$ cat config.mk
export PLATFORM = sky130hd
export DESIGN_NAME = citation_reference_parser_top_flat
export DESIGN_NICKNAME = d
export VERILOG_FILES = /design/src/sv/crp_pkg.sv /design/src/sv/crp_if.sv /design/src/sv/crp_ram.sv /design/src/sv/crp_front.sv /design/src/sv/crp_queue.sv /design/src/sv/crp_back.sv /design/src/sv/citation_reference_parser_top.sv /design/src/flat_wrapper.sv
export SDC_FILE = /design/constraint.sdc
export NUM_CORES = 1
export LEC_CHECK = 0
export BUFFER_PORTS_ARGS = -buffer_cell sky130_fd_sc_hd__buf_4
export CORE_ASPECT_RATIO = 0.8
export CORE_UTILIZATION = 55
export CTS_CLUSTER_SIZE = 25
export DETAILED_ROUTE_END_ITERATION = 6
export PLACE_DENSITY = 0.73
export SYNTH_ARGS = -nofsm -noshare
export SYNTH_HDL_FRONTEND = slang
export SYNTH_SLANG_ARGS = --single-unit
$ cat constraint.sdc
create_clock -name clk -period 5.2 [get_ports clk]
set_input_delay 0.52 -clock clk [delete_from_list [all_inputs] [get_ports clk]]
set_output_delay 0.52 -clock clk [all_outputs]
set_load 0.01 [all_outputs]
$ cat src/sv/crp_pkg.sv
// Package for the citation reference parser: shared types and constants.
// No dependencies; compiled first.
`timescale 1ns / 1ps
`default_nettype none

package crp_pkg;

    // Width of the name length and character index fields.
    localparam int LEN_W = 5;

    // Characters with a meaning in the line syntax.
    localparam logic [7:0] CH_TILDE = 8'h7E;
    localparam logic [7:0] CH_QUOTE = 8'h22;
    localparam logic [7:0] CH_ZERO  = 8'h30;
    localparam logic [7:0] CH_NINE  = 8'h39;
    localparam logic [7:0] CH_SPACE = 8'h20;
    localparam logic [7:0] CH_TAB   = 8'h09;
    localparam logic [7:0] CH_CR    = 8'h0D;
    localparam logic [7:0] CH_A     = 8'h61;
    localparam logic [7:0] CH_B     = 8'h62;
    localparam logic [7:0] CH_C     = 8'h63;
    localparam logic [7:0] CH_X     = 8'h78;
    localparam logic [7:0] CH_Y     = 8'h79;

    localparam logic [19:0] RADIX   = 20'd10;
    localparam logic [15:0] NUM_MAX = 16'hFFFF;

    // Quoted field target that holds the book name.
    localparam logic [1:0] TGT_NAME = 2'd2;

    typedef enum logic [1:0] {
        KIND_NAME  = 2'd0,
        KIND_REF   = 2'd1,
        KIND_NULL  = 2'd2,
        KIND_ERROR = 2'd3
    } crp_kind_t;

    // One finished line handed from the parser to the result sequencer.
    typedef struct packed {
        logic              bad;
        logic [15:0]       chapter;
        logic [15:0]       verse;
        logic [LEN_W-1:0]  name_len;
    } crp_job_t;

    // Name store write request.
    typedef struct packed {
        logic              en;
        logic [LEN_W-1:0]  addr;
        logic [7:0]        data;
    } crp_wr_t;

    // Result descriptor without the name character.
    typedef struct packed {
        crp_kind_t    kind;
        logic [15:0]  chapter;
        logic [15:0]  verse;
        logic         last;
    } crp_res_t;

endpackage

`default_nettype wire

$ cat src/sv/crp_if.sv
// Handshake channel interfaces for the citation reference parser.
// Depends on nothing.
`timescale 1ns / 1ps
`default_nettype none

interface crp_in_if;
    logic        valid;
    logic        ready;
    logic [7:0]  character;
    logic        end_of_line;

    modport source (output valid, output character, output end_of_line, input ready);
    modport sink   (input valid, input character, input end_of_line, output ready);
endinterface

interface crp_out_if;
    logic        valid;
    logic        ready;
    logic [1:0]  kind;
    logic [7:0]  name_char;
    logic [15:0] chapter;
    logic [15:0] verse;
    logic        last;

    modport source (output valid, output kind, output name_char, output chapter,
                    output verse, output last, input ready);
    modport sink   (input valid, input kind, input name_char, input chapter,
                    input verse, input last, output ready);
endinterface

`default_nettype wire

$ cat src/sv/crp_ram.sv
// Generic single-write, single-read RAM with registered read data.
// No dependencies.
`timescale 1ns / 1ps
`default_nettype none

module crp_ram #(
    parameter int WIDTH = 8,
    parameter int DEPTH = 31
) (
    input  wire logic                                   clk,
    input  wire logic                                   wr_en,
    input  wire logic [((DEPTH > 1) ? $clog2(DEPTH) : 1)-1:0] wr_addr,
    input  wire logic [WIDTH-1:0]                       wr_data,
    input  wire logic                                   rd_en,
    input  wire logic [((DEPTH > 1) ? $clog2(DEPTH) : 1)-1:0] rd_addr,
    output logic      [WIDTH-1:0]                       rd_data
);

    logic [WIDTH-1:0] mem_reg [DEPTH];

    always_ff @(posedge clk)
    begin
        if (wr_en)
        begin
            mem_reg[wr_addr] <= wr_data;
        end
        if (rd_en)
        begin
            rd_data <= mem_reg[rd_addr];
        end
    end

endmodule

`default_nettype wire

$ cat src/sv/crp_front.sv
// Parser front end: takes one character per transfer, updates counters,
// writes the name store and queues a job per line. Uses crp_pkg, crp_if.
`timescale 1ns / 1ps
`default_nettype none

module crp_front #(
    parameter int NAME_BUFFER_SIZE = 32
) (
    input  wire logic          clk,
    input  wire logic          rst_n,
    crp_in_if.sink             in_chan,
    input  wire logic          q_full,
    input  wire logic          q_empty,
    output logic               push,
    output crp_pkg::crp_job_t  job,
    output crp_pkg::crp_wr_t   wr
);

    localparam logic [crp_pkg::LEN_W-1:0] LIMIT = crp_pkg::LEN_W'(NAME_BUFFER_SIZE - 1);

    typedef enum logic [8:0] {
        PH_IDLE   = 9'b0_0000_0001,
        PH_TILDE  = 9'b0_0000_0010,
        PH_QOPEN  = 9'b0_0000_0100,
        PH_QBODY  = 9'b0_0000_1000,
        PH_XAFTER = 9'b0_0001_0000,
        PH_XNUM   = 9'b0_0010_0000,
        PH_XQBODY = 9'b0_0100_0000,
        PH_YAFTER = 9'b0_1000_0000,
        PH_YNUM   = 9'b1_0000_0000
    } crp_phase_t;

    crp_phase_t                  phase_reg, phase_next;
    logic                        start_reg, start_next;
    logic                        failed_reg, failed_next;
    logic [1:0]                  tgt_reg, tgt_next;
    logic [15:0]                 chap_reg, chap_next;
    logic [15:0]                 verse_reg, verse_next;
    logic [crp_pkg::LEN_W-1:0]   len_reg, len_next;
    logic [crp_pkg::LEN_W-1:0]   emit_reg, emit_next;

    logic                        accept;
    logic                        skip;
    logic                        between;
    logic [7:0]                  c;
    logic [3:0]                  digit;

    function automatic logic [15:0] sat_inc(input logic [15:0] v);
        return (v == crp_pkg::NUM_MAX) ? crp_pkg::NUM_MAX : v + 16'd1;
    endfunction

    function automatic logic [15:0] sat_digit(input logic [15:0] v, input logic [3:0] d);
        logic [19:0] r;
        r = {4'b0, v} * crp_pkg::RADIX + {16'b0, d};
        return (r > {4'b0, crp_pkg::NUM_MAX}) ? crp_pkg::NUM_MAX : r[15:0];
    endfunction

    function automatic logic is_digit(input logic [7:0] ch);
        return (ch >= crp_pkg::CH_ZERO) && (ch <= crp_pkg::CH_NINE);
    endfunction

    function automatic logic is_space(input logic [7:0] ch);
        return (ch == crp_pkg::CH_SPACE) || ((ch >= crp_pkg::CH_TAB) && (ch <= crp_pkg::CH_CR));
    endfunction

    // Hold off a name text character while an earlier line may still read the store.
    assign in_chan.ready = !q_full &&
                           !((phase_reg == PH_QBODY) && (tgt_reg == crp_pkg::TGT_NAME) &&
                             !failed_reg && !q_empty);

    assign accept = in_chan.valid && in_chan.ready;
    assign c      = in_chan.character;
    assign digit  = 4'(c - crp_pkg::CH_ZERO);

    always_comb
    begin
        phase_next  = phase_reg;
        start_next  = start_reg;
        failed_next = failed_reg;
        tgt_next    = tgt_reg;
        chap_next   = chap_reg;
        verse_next  = verse_reg;
        len_next    = len_reg;
        emit_next   = emit_reg;
        push        = 1'b0;
        job         = '0;
        wr          = '0;
        skip        = 1'b0;
        between     = 1'b0;

        if (accept)
        begin
            if (in_chan.end_of_line)
            begin
                push         = 1'b1;
                job.bad      = failed_reg || (phase_reg == PH_TILDE) ||
                               (phase_reg == PH_QOPEN) || (phase_reg == PH_QBODY) ||
                               (phase_reg == PH_XQBODY);
                job.chapter  = chap_reg;
                job.verse    = verse_reg;
                job.name_len = len_reg;
                phase_next   = PH_IDLE;
                start_next   = 1'b1;
                failed_next  = 1'b0;
                emit_next    = '0;
            end
            else if (!failed_reg)
            begin
                if (start_reg)
                begin
                    start_next = 1'b0;
                    if (c == crp_pkg::CH_TILDE)
                    begin
                        phase_next = PH_TILDE;
                        skip       = 1'b1;
                    end
                end
                if (!skip)
                begin
                    case (phase_reg)
                        PH_QOPEN:
                        begin
                            if (c == crp_pkg::CH_QUOTE)
                            begin
                                phase_next = PH_QBODY;
                                emit_next  = '0;
                                if (tgt_reg == crp_pkg::TGT_NAME)
                                begin
                                    len_next = '0;
                                end
                            end
                            else
                            begin
                                failed_next = 1'b1;
                            end
                        end
                        PH_QBODY:
                        begin
                            if (c == crp_pkg::CH_QUOTE)
                            begin
                                phase_next = PH_IDLE;
                            end
                            else if (emit_reg >= LIMIT)
                            begin
                                failed_next = 1'b1;
                            end
                            else
                            begin
                                if (tgt_reg == crp_pkg::TGT_NAME)
                                begin
                                    wr.en    = 1'b1;
                                    wr.addr  = emit_reg;
                                    wr.data  = c;
                                    len_next = emit_reg + 1'b1;
                                end
                                emit_next = emit_reg + 1'b1;
                            end
                        end
                        PH_XAFTER:
                        begin
                            if (c == crp_pkg::CH_QUOTE)
                            begin
                                chap_next  = '0;
                                phase_next = PH_XQBODY;
                            end
                            else if (is_digit(c))
                            begin
                                chap_next  = {12'b0, digit};
                                phase_next = PH_XNUM;
                            end
                            else
                            begin
                                failed_next = 1'b1;
                            end
                        end
                        PH_XNUM:
                        begin
                            if (is_digit(c))
                            begin
                                chap_next = sat_digit(chap_reg, digit);
                            end
                            else
                            begin
                                between = 1'b1;
                            end
                        end
                        PH_XQBODY:
                        begin
                            if (c == crp_pkg::CH_QUOTE)
                            begin
                                phase_next = PH_IDLE;
                            end
                        end
                        PH_YAFTER:
                        begin
                            if (is_digit(c))
                            begin
                                verse_next = {12'b0, digit};
                                phase_next = PH_YNUM;
                            end
                            else
                            begin
                                failed_next = 1'b1;
                            end
                        end
                        PH_YNUM:
                        begin
                            if (is_digit(c))
                            begin
                                verse_next = sat_digit(verse_reg, digit);
                            end
                            else
                            begin
                                between = 1'b1;
                            end
                        end
                        default:
                        begin
                            between = 1'b1;
                        end
                    endcase

                    // Field letter or separator between fields.
                    if (between)
                    begin
                        phase_next = PH_IDLE;
                        if ((c == crp_pkg::CH_A) || (c == crp_pkg::CH_B) ||
                            (c == crp_pkg::CH_C))
                        begin
                            chap_next  = 16'd1;
                            verse_next = 16'd1;
                            tgt_next   = 2'(c - crp_pkg::CH_A);
                            phase_next = PH_QOPEN;
                        end
                        else if (c == crp_pkg::CH_X)
                        begin
                            chap_next  = sat_inc(chap_reg);
                            verse_next = 16'd1;
                            phase_next = PH_XAFTER;
                        end
                        else if (c == crp_pkg::CH_Y)
                        begin
                            verse_next = sat_inc(verse_reg);
                            phase_next = PH_YAFTER;
                        end
                        else if (!is_space(c))
                        begin
                            failed_next = 1'b1;
                        end
                    end
                end
            end
        end
    end

    always_ff @(posedge clk or negedge rst_n)
    begin
        if (!rst_n)
        begin
            phase_reg  <= PH_IDLE;
            start_reg  <= 1'b1;
            failed_reg <= 1'b0;
            tgt_reg    <= '0;
            chap_reg   <= '0;
            verse_reg  <= '0;
            len_reg    <= '0;
            emit_reg   <= '0;
        end
        else
        begin
            phase_reg  <= phase_next;
            start_reg  <= start_next;
            failed_reg <= failed_next;
            tgt_reg    <= tgt_next;
            chap_reg   <= chap_next;
            verse_reg  <= verse_next;
            len_reg    <= len_next;
            emit_reg   <= emit_next;
        end
    end

`ifndef SYNTH
    // The name store is only rewritten once no queued line still reads it.
    a_write_when_drained: assert property (@(posedge clk) disable iff (!rst_n)
        wr.en |-> q_empty)
        else $error("name store written while a line is pending");

    // Name length never passes the store size.
    a_len_bound: assert property (@(posedge clk) disable iff (!rst_n)
        len_reg <= LIMIT)
        else $error("name length beyond store");
`endif

endmodule

`default_nettype wire

$ cat src/sv/crp_queue.sv
// Short job queue between the parser and the result sequencer.
// Uses crp_pkg.
`timescale 1ns / 1ps
`default_nettype none

module crp_queue #(
    parameter int DEPTH = 4
) (
    input  wire logic               clk,
    input  wire logic               rst_n,
    input  wire logic               push,
    input  wire crp_pkg::crp_job_t  push_job,
    input  wire logic               pop,
    output crp_pkg::crp_job_t       head,
    output logic                    full,
    output logic                    empty
);

    localparam int PW = (DEPTH > 1) ? $clog2(DEPTH) : 1;

    crp_pkg::crp_job_t  mem_reg [DEPTH];
    logic [PW-1:0]      wr_ptr_reg, wr_ptr_next;
    logic [PW-1:0]      rd_ptr_reg, rd_ptr_next;
    logic [PW:0]        count_reg, count_next;

    assign full  = (count_reg == (PW+1)'(DEPTH));
    assign empty = (count_reg == '0);
    assign head  = mem_reg[rd_ptr_reg];

    always_comb
    begin
        wr_ptr_next = wr_ptr_reg;
        rd_ptr_next = rd_ptr_reg;
        if (push)
        begin
            wr_ptr_next = (wr_ptr_reg == PW'(DEPTH - 1)) ? '0 : wr_ptr_reg + 1'b1;
        end
        if (pop)
        begin
            rd_ptr_next = (rd_ptr_reg == PW'(DEPTH - 1)) ? '0 : rd_ptr_reg + 1'b1;
        end
        count_next = count_reg + (PW+1)'(push) - (PW+1)'(pop);
    end

    always_ff @(posedge clk)
    begin
        if (push)
        begin
            mem_reg[wr_ptr_reg] <= push_job;
        end
    end

    always_ff @(posedge clk or negedge rst_n)
    begin
        if (!rst_n)
        begin
            wr_ptr_reg <= '0;
            rd_ptr_reg <= '0;
            count_reg  <= '0;
        end
        else
        begin
            wr_ptr_reg <= wr_ptr_next;
            rd_ptr_reg <= rd_ptr_next;
            count_reg  <= count_next;
        end
    end

`ifndef SYNTH
    a_no_overflow: assert property (@(posedge clk) disable iff (!rst_n)
        push |-> !full)
        else $error("job queue overflow");

    a_no_underflow: assert property (@(posedge clk) disable iff (!rst_n)
        pop |-> !empty)
        else $error("job queue underflow");
`endif

endmodule

`default_nettype wire

$ cat src/sv/crp_back.sv
// Result sequencer: walks each queued line job, reads name characters from
// the store and drives the output channel. Uses crp_pkg, crp_if.
`timescale 1ns / 1ps
`default_nettype none

module crp_back #(
    parameter int ADDR_W = 5
) (
    input  wire logic               clk,
    input  wire logic               rst_n,
    input  wire crp_pkg::crp_job_t  head,
    input  wire logic               empty,
    output logic                    pop,
    output logic                    rd_en,
    output logic [ADDR_W-1:0]       rd_addr,
    input  wire logic [7:0]         rd_data,
    crp_out_if.source               out_chan
);

    logic [crp_pkg::LEN_W-1:0]  idx_reg, idx_next;
    logic                       s1_valid_reg, s1_valid_next;
    crp_pkg::crp_res_t          s1_reg;
    logic                       out_valid_reg, out_valid_next;
    crp_pkg::crp_res_t          out_reg;
    logic [7:0]                 out_char_reg;

    crp_pkg::crp_res_t          desc;
    logic                       s1_ready;
    logic                       out_load;
    logic                       gen_fire;

    // Next result of the head job.
    always_comb
    begin
        desc = '0;
        if (head.bad)
        begin
            desc.kind = crp_pkg::KIND_ERROR;
            desc.last = 1'b1;
        end
        else if (head.chapter == '0)
        begin
            desc.kind = crp_pkg::KIND_NULL;
            desc.last = 1'b1;
        end
        else if (idx_reg < head.name_len)
        begin
            desc.kind = crp_pkg::KIND_NAME;
        end
        else
        begin
            desc.kind    = crp_pkg::KIND_REF;
            desc.chapter = head.chapter;
            desc.verse   = head.verse;
            desc.last    = 1'b1;
        end
    end

    assign out_load = !out_valid_reg || out_chan.ready;
    assign s1_ready = !s1_valid_reg || out_load;
    assign gen_fire = !empty && s1_ready;
    assign pop      = gen_fire && desc.last;
    assign rd_en    = gen_fire && (desc.kind == crp_pkg::KIND_NAME);
    assign rd_addr  = idx_reg[ADDR_W-1:0];

    always_comb
    begin
        idx_next = idx_reg;
        if (gen_fire)
        begin
            idx_next = desc.last ? '0 : idx_reg + 1'b1;
        end
        s1_valid_next = gen_fire ? 1'b1 : (out_load ? 1'b0 : s1_valid_reg);
        out_valid_next = (s1_valid_reg && out_load) ? 1'b1 :
                         (out_chan.ready ? 1'b0 : out_valid_reg);
    end

    always_ff @(posedge clk)
    begin
        if (gen_fire)
        begin
            s1_reg <= desc;
        end
        if (s1_valid_reg && out_load)
        begin
            out_reg      <= s1_reg;
            out_char_reg <= (s1_reg.kind == crp_pkg::KIND_NAME) ? rd_data : 8'd0;
        end
    end

    always_ff @(posedge clk or negedge rst_n)
    begin
        if (!rst_n)
        begin
            idx_reg       <= '0;
            s1_valid_reg  <= 1'b0;
            out_valid_reg <= 1'b0;
        end
        else
        begin
            idx_reg       <= idx_next;
            s1_valid_reg  <= s1_valid_next;
            out_valid_reg <= out_valid_next;
        end
    end

    assign out_chan.valid     = out_valid_reg;
    assign out_chan.kind      = out_reg.kind;
    assign out_chan.name_char = out_char_reg;
    assign out_chan.chapter   = out_reg.chapter;
    assign out_chan.verse     = out_reg.verse;
    assign out_chan.last      = out_reg.last;

`ifndef SYNTH
    // Only name characters leave a line open.
    a_last_kinds: assert property (@(posedge clk) disable iff (!rst_n)
        out_valid_reg |-> (out_reg.last == (out_reg.kind != crp_pkg::KIND_NAME)))
        else $error("last flag does not match result kind");
`endif

endmodule

`default_nettype wire

$ cat src/sv/citation_reference_parser_top.sv
// Top level of the citation reference parser: front end, job queue, result
// sequencer and name store. Uses crp_pkg, crp_if and all crp_ modules.
// Throughput: 1 input and 1 output transfer per cycle; output waits while the receiver
//   is not ready, input waits while the job queue is full, and a c-field text character
//   waits while an earlier line is queued.
// Reset: rst_n asynchronous, clears parser state, queue and output; name store kept.
`timescale 1ns / 1ps
`default_nettype none

module citation_reference_parser_top #(
    parameter int NAME_BUFFER_SIZE = 32,
    parameter int JOB_QUEUE_DEPTH  = 4
) (
    input  wire logic  clk,
    input  wire logic  rst_n,
    crp_in_if.sink     in_chan,
    crp_out_if.source  out_chan
);

    // The store keeps one entry fewer than the buffer size.
    localparam int NAME_DEPTH = NAME_BUFFER_SIZE - 1;
    localparam int NAME_AW    = (NAME_DEPTH > 1) ? $clog2(NAME_DEPTH) : 1;

    logic                  push;
    crp_pkg::crp_job_t     push_job;
    crp_pkg::crp_job_t     head;
    logic                  q_full;
    logic                  q_empty;
    logic                  pop;
    crp_pkg::crp_wr_t      wr;
    logic                  rd_en;
    logic [NAME_AW-1:0]    rd_addr;
    logic [7:0]            rd_data;

    // Front end: classifies each character, tracks chapter/verse and the
    // name, and on end of line posts one job to the queue.
    crp_front #(
        .NAME_BUFFER_SIZE (NAME_BUFFER_SIZE)
    ) u_front (
        .clk     (clk),
        .rst_n   (rst_n),
        .in_chan (in_chan),
        .q_full  (q_full),
        .q_empty (q_empty),
        .push    (push),
        .job     (push_job),
        .wr      (wr)
    );

    // Decouples line parsing from result delivery.
    crp_queue #(
        .DEPTH (JOB_QUEUE_DEPTH)
    ) u_queue (
        .clk      (clk),
        .rst_n    (rst_n),
        .push     (push),
        .push_job (push_job),
        .pop      (pop),
        .head     (head),
        .full     (q_full),
        .empty    (q_empty)
    );

    // Book name characters; written by the front end, read by the back end.
    crp_ram #(
        .WIDTH (8),
        .DEPTH (NAME_DEPTH)
    ) u_name_store (
        .clk     (clk),
        .wr_en   (wr.en),
        .wr_addr (wr.addr[NAME_AW-1:0]),
        .wr_data (wr.data),
        .rd_en   (rd_en),
        .rd_addr (rd_addr),
        .rd_data (rd_data)
    );

    // Back end: one result per cycle when not stalled, read stage then output register.
    crp_back #(
        .ADDR_W (NAME_AW)
    ) u_back (
        .clk      (clk),
        .rst_n    (rst_n),
        .head     (head),
        .empty    (q_empty),
        .pop      (pop),
        .rd_en    (rd_en),
        .rd_addr  (rd_addr),
        .rd_data  (rd_data),
        .out_chan (out_chan)
    );

endmodule

`default_nettype wire

$ cat src/flat_wrapper.sv
// flat-port wrapper written by rule: the top's interface ports become plain ports
module citation_reference_parser_top_flat 
#(
    parameter int NAME_BUFFER_SIZE = 32,
    parameter int JOB_QUEUE_DEPTH  = 4
)
  (clk, rst_n, in_chan_valid, in_chan_character, in_chan_end_of_line, in_chan_ready, out_chan_valid, out_chan_kind, out_chan_name_char, out_chan_chapter, out_chan_verse, out_chan_last, out_chan_ready);
  crp_in_if in_chan_i ();
  crp_out_if out_chan_i ();
  input  wire logic clk;
  input  wire logic rst_n;
  input wire logic [$bits(in_chan_i.valid)-1:0] in_chan_valid;
  input wire logic [$bits(in_chan_i.character)-1:0] in_chan_character;
  input wire logic [$bits(in_chan_i.end_of_line)-1:0] in_chan_end_of_line;
  output wire logic [$bits(in_chan_i.ready)-1:0] in_chan_ready;
  output wire logic [$bits(out_chan_i.valid)-1:0] out_chan_valid;
  output wire logic [$bits(out_chan_i.kind)-1:0] out_chan_kind;
  output wire logic [$bits(out_chan_i.name_char)-1:0] out_chan_name_char;
  output wire logic [$bits(out_chan_i.chapter)-1:0] out_chan_chapter;
  output wire logic [$bits(out_chan_i.verse)-1:0] out_chan_verse;
  output wire logic [$bits(out_chan_i.last)-1:0] out_chan_last;
  input wire logic [$bits(out_chan_i.ready)-1:0] out_chan_ready;
  assign in_chan_i.valid = in_chan_valid;
  assign in_chan_i.character = in_chan_character;
  assign in_chan_i.end_of_line = in_chan_end_of_line;
  assign in_chan_ready = in_chan_i.ready;
  assign out_chan_valid = out_chan_i.valid;
  assign out_chan_kind = out_chan_i.kind;
  assign out_chan_name_char = out_chan_i.name_char;
  assign out_chan_chapter = out_chan_i.chapter;
  assign out_chan_verse = out_chan_i.verse;
  assign out_chan_last = out_chan_i.last;
  assign out_chan_i.ready = out_chan_ready;
  citation_reference_parser_top #(.NAME_BUFFER_SIZE(NAME_BUFFER_SIZE), .JOB_QUEUE_DEPTH(JOB_QUEUE_DEPTH)) u_core (.clk(clk), .rst_n(rst_n), .in_chan(in_chan_i), .out_chan(out_chan_i));
endmodule
==> reports/metrics.cfg <==
[run_status]
status = finished, final reports clean

[global_route]
grt_pass1_vias = 15500
overflow = 0
track_usage_pct = 24.8
antenna_found_initial = 4
grt_max_degree = 76
grt_pass1_wl_um = 91300

[hold_path]
hold_class = in2async

[die]
dieArea_um2 = 48600
die_height_um = 197
start_util_pct = 55.8
boundaryPins = 58
fp-row-count = 71
dieWidth_um = 246
core_area_um2 = 47100

[sta]
max_freq_mhz = 227
final-setup-viol-count = 0
max-slew-margin-rel_pct = 16.5
finalHoldViolCount = 0
fin_crit_sh_pct = 84.7
tightest_slew_ns = 1.25
fin_ws_ns = 0.794
tns_ns = 0
period_needed_ns = 4.41
rsz0062_at_grt = false
drv_slew = 0
fin_skew_ns = 0.0189

[pwr]
power.leakage_nw = 11.1
p_seq_share_pct = 44.8
p_switching_mw = 3.77
clock_power_share_pct = 31.1
switching_share_pct = 29.6
ir_drop_mv = 0.443
power.internal_mw = 8.99
power_mw = 12.8
p_comb_share_pct = 24.1
powerDensity_nw_per_um2 = 437

[drt]
drtIter0Drc = 2023
vias = 16400
drc = 0
first_pass_iters = 5
wire_per_inst_um = 23.2
ant_nets = 0
wl_um = 59600
avgViaCountPerCell = 6.38

[critical_path]
crit_required_ns = 5.68
path_max_fanout = 12
rr_endpoint = u_core.u_front.verse_reg[12]$_DFFE_PN0P_
endpoint_kind = flip-flop
reg2reg_slack_ns = 0.79
worstSetupStartpointType = flip-flop
reg2regPathDepth = 12
reg2reg_from = u_core.u_front.verse_reg[2]$_DFFE_PN0P_
worst_ep_arrival_time_ns = 4.89
crit_type = reg2reg

[yosys]
synth_top_area_share_pct = 55.6
synth_cells = 1852
yosys.area.top_type = edfxtp_1
syn_area_um2 = 26300
synth_top_flop_cell = edfxtp_1
synth_fp_nets = 1953
yosysWarnings = 0
synth_edf_count = 486
synth.distinct_cells = 87
ys_ff_latch = 555
yosysSeqAreaShare_pct = 62.1
synthTopCellsByArea = edfxtp_1, mux4_2, dfrtp_1, ha_1, o21ai_0
synthArstFlopShare_pct = 12.4
syn_avg_cell_area_um2 = 14.2

[clock_tree]
clk_pin_slew_worst_paths_ns = 0.06
cts_sinks = 555
clk_path_buf_depth = 3
root_buffer = clkbuf_16
htree_levels = 2
clk_latency_ns = 0.61
cts_buffers = 54
ctsHoldBuffers = 0
cts_resized = 0
post_cts_buffers = 0
cts_tree = yes

[final_layout]
fin_nets = 2007
largest_reg_flops = 248
final_layout_size_suffix_gt1_share_pct = 17.6
n_antenna_cell = 0
area_growth_syn_to_layout_pct = 11.3

[placement]
gp_congestion = 0.917
numPortBuffers = 57
dp_hpwl_um = 40300
dp_slack_ns = 0.967

[run]
drv_cap = 0

-- critical path, stage by stage, from the launching register on --
cell,delay (ns)
dfrtp_1,0.51
ha_1,0.37
ha_1,0.32
a21oi_1,0.32
o211ai_1,0.18
a221oi_2,0.48
xor2_1,0.20
or4b_4,0.54
nor4_4,0.24
mux2_4,0.22
nand3_2,0.24
nor4b_1,0.53
o22ai_1,0.13
-- power groups by stage --
stage | logic, mW | clock network, mW | registers [mW]
after detailed placement | 3.07 | 0 | 5.81
after global placement | 3.01 | 0 | 5.77
after global routing | 3.38 | 4.20 | 5.78
after CTS | 3.09 | 4.02 | 5.72
after floorplan | 2.35 | 0 | 5.66
final | 3.07 | 3.97 | 5.72
-- per-layer routing --
metal / track usage (%) / vias up / part of all wire (%)
li1: - / 7338 / -
met1: 39.9 / 8186 / 46
met2: 34.6 / 794 / 43
met3: 4.78 / 75 / 9.8
met4: 5.92 / 4 / 1.5
met5: 0 / - / 0.037
-- worst max path at each step --
| stage | start | end | slack (ns) | cells past startpoint |
|---|---|---|---|---|
| after global routing | u_core.u_front.verse_reg[1]$_DFFE_PN0P_ | u_core.u_front.verse_reg[12]$_DFFE_PN0P_ | 0.50 | 14 |
| after global placement | u_core.u_front.verse_reg[1]$_DFFE_PN0P_ | u_core.u_front.verse_reg[5]$_DFFE_PN0P_ | 1.07 | 14 |
| after CTS | u_core.u_front.verse_reg[1]$_DFFE_PN0P_ | u_core.u_front.verse_reg[12]$_DFFE_PN0P_ | 0.90 | 14 |
| after detailed placement | u_core.u_front.chap_reg[3]$_DFFE_PN0P_ | u_core.u_front.chap_reg[15]$_DFFE_PN0P_ | 0.97 | 14 |
| final | u_core.u_front.verse_reg[2]$_DFFE_PN0P_ | u_core.u_front.verse_reg[12]$_DFFE_PN0P_ | 0.79 | 12 |
| after floorplan | u_core.u_front.phase_reg[0]$_DFFE_PN1P_ | u_core.u_name_store.mem_reg[0][1]$_DFFE_PP_ | 0.55 | 9 |
-- final cells by class --
cell class | count | area (um2)
fillers | 3387 | 17900
flip-flops and latches | 555 | 16300
multi-input cells | 1170 | 9480
clock buffers | 69 | 1480
well taps | 620 | 776
repair buffers | 88 | 661
clock inverters | 32 | 363
inverters | 37 | 139
-- layout by cell type (no fill, tap or decap), drive strengths merged, types with 30 or more instances in the layout --
| cell type | n |
|---|---|
| ha | 83 |
| nor3 | 50 |
| buf | 88 |
| and2 | 64 |
| clkbuf | 69 |
| nand3 | 30 |
| edfxtp | 486 |
| nand2 | 115 |
| inv | 38 |
| mux4 | 110 |
| o21ai | 109 |
| dfrtp | 67 |
| and3 | 50 |
| a21oi | 87 |
| nor2 | 116 |
-- synthesized netlist by cell type (all sizes together), types with 6 or more instances --
cell type,count
nand2,115
a41oi,6
ha,83
a21o,22
o21ai,109
mux4,110
nand2b,23
or3,13
o21a,11
a31oi,21
edfxtp,486
o22ai,15
nor2b,15
a221oi,7
nand4,11
nand3b,6
mux2i,10
nand4b,6
inv,36
buf,21
nor3,50
dfrtp,67
and2,64
o31ai,6
o221ai,11
mux2,14
xor2,22
nand3,30
or2,9
clkbuf,69
nor2,116
and3,50
a21oi,87
xnor2,23
a211oi,14
o211ai,15
nor4,12
-- kinds of logic after synthesis --
logic type / after synthesis / synth area share (%)
AOI/OAI and AO/OA: 362 / 8.79
xor gates and xnor gates: 45 / 1.50
adders and majority gates: 88 / 4.33
buffers and inverters: 127 / 1.92
DFF: 555 / 62.1
muxes: 134 / 10.4
and+or+nand+nor: 541 / 10.9
-- metrics by stage --
| step | hold WS [ns] | utilization [%] | cell area [um2] | cells |
|---|---|---|---|---|
| after global placement | 0.403 | 58.2 | 27400 | 2470 |
| after floorplan | 0.224 | - | 26300 | 1852 |
| final | 0.0656 | 62.1 | 29200 | 2571 |
| after global routing | 0.132 | 62.1 | 29200 | 2571 |
| after detailed placement | 0.405 | 58.2 | 27400 | 2470 |
| after CTS | 0.0876 | 62.1 | 29200 | 2571 |
No activity file was read; power rests on OpenSTA's default activity.
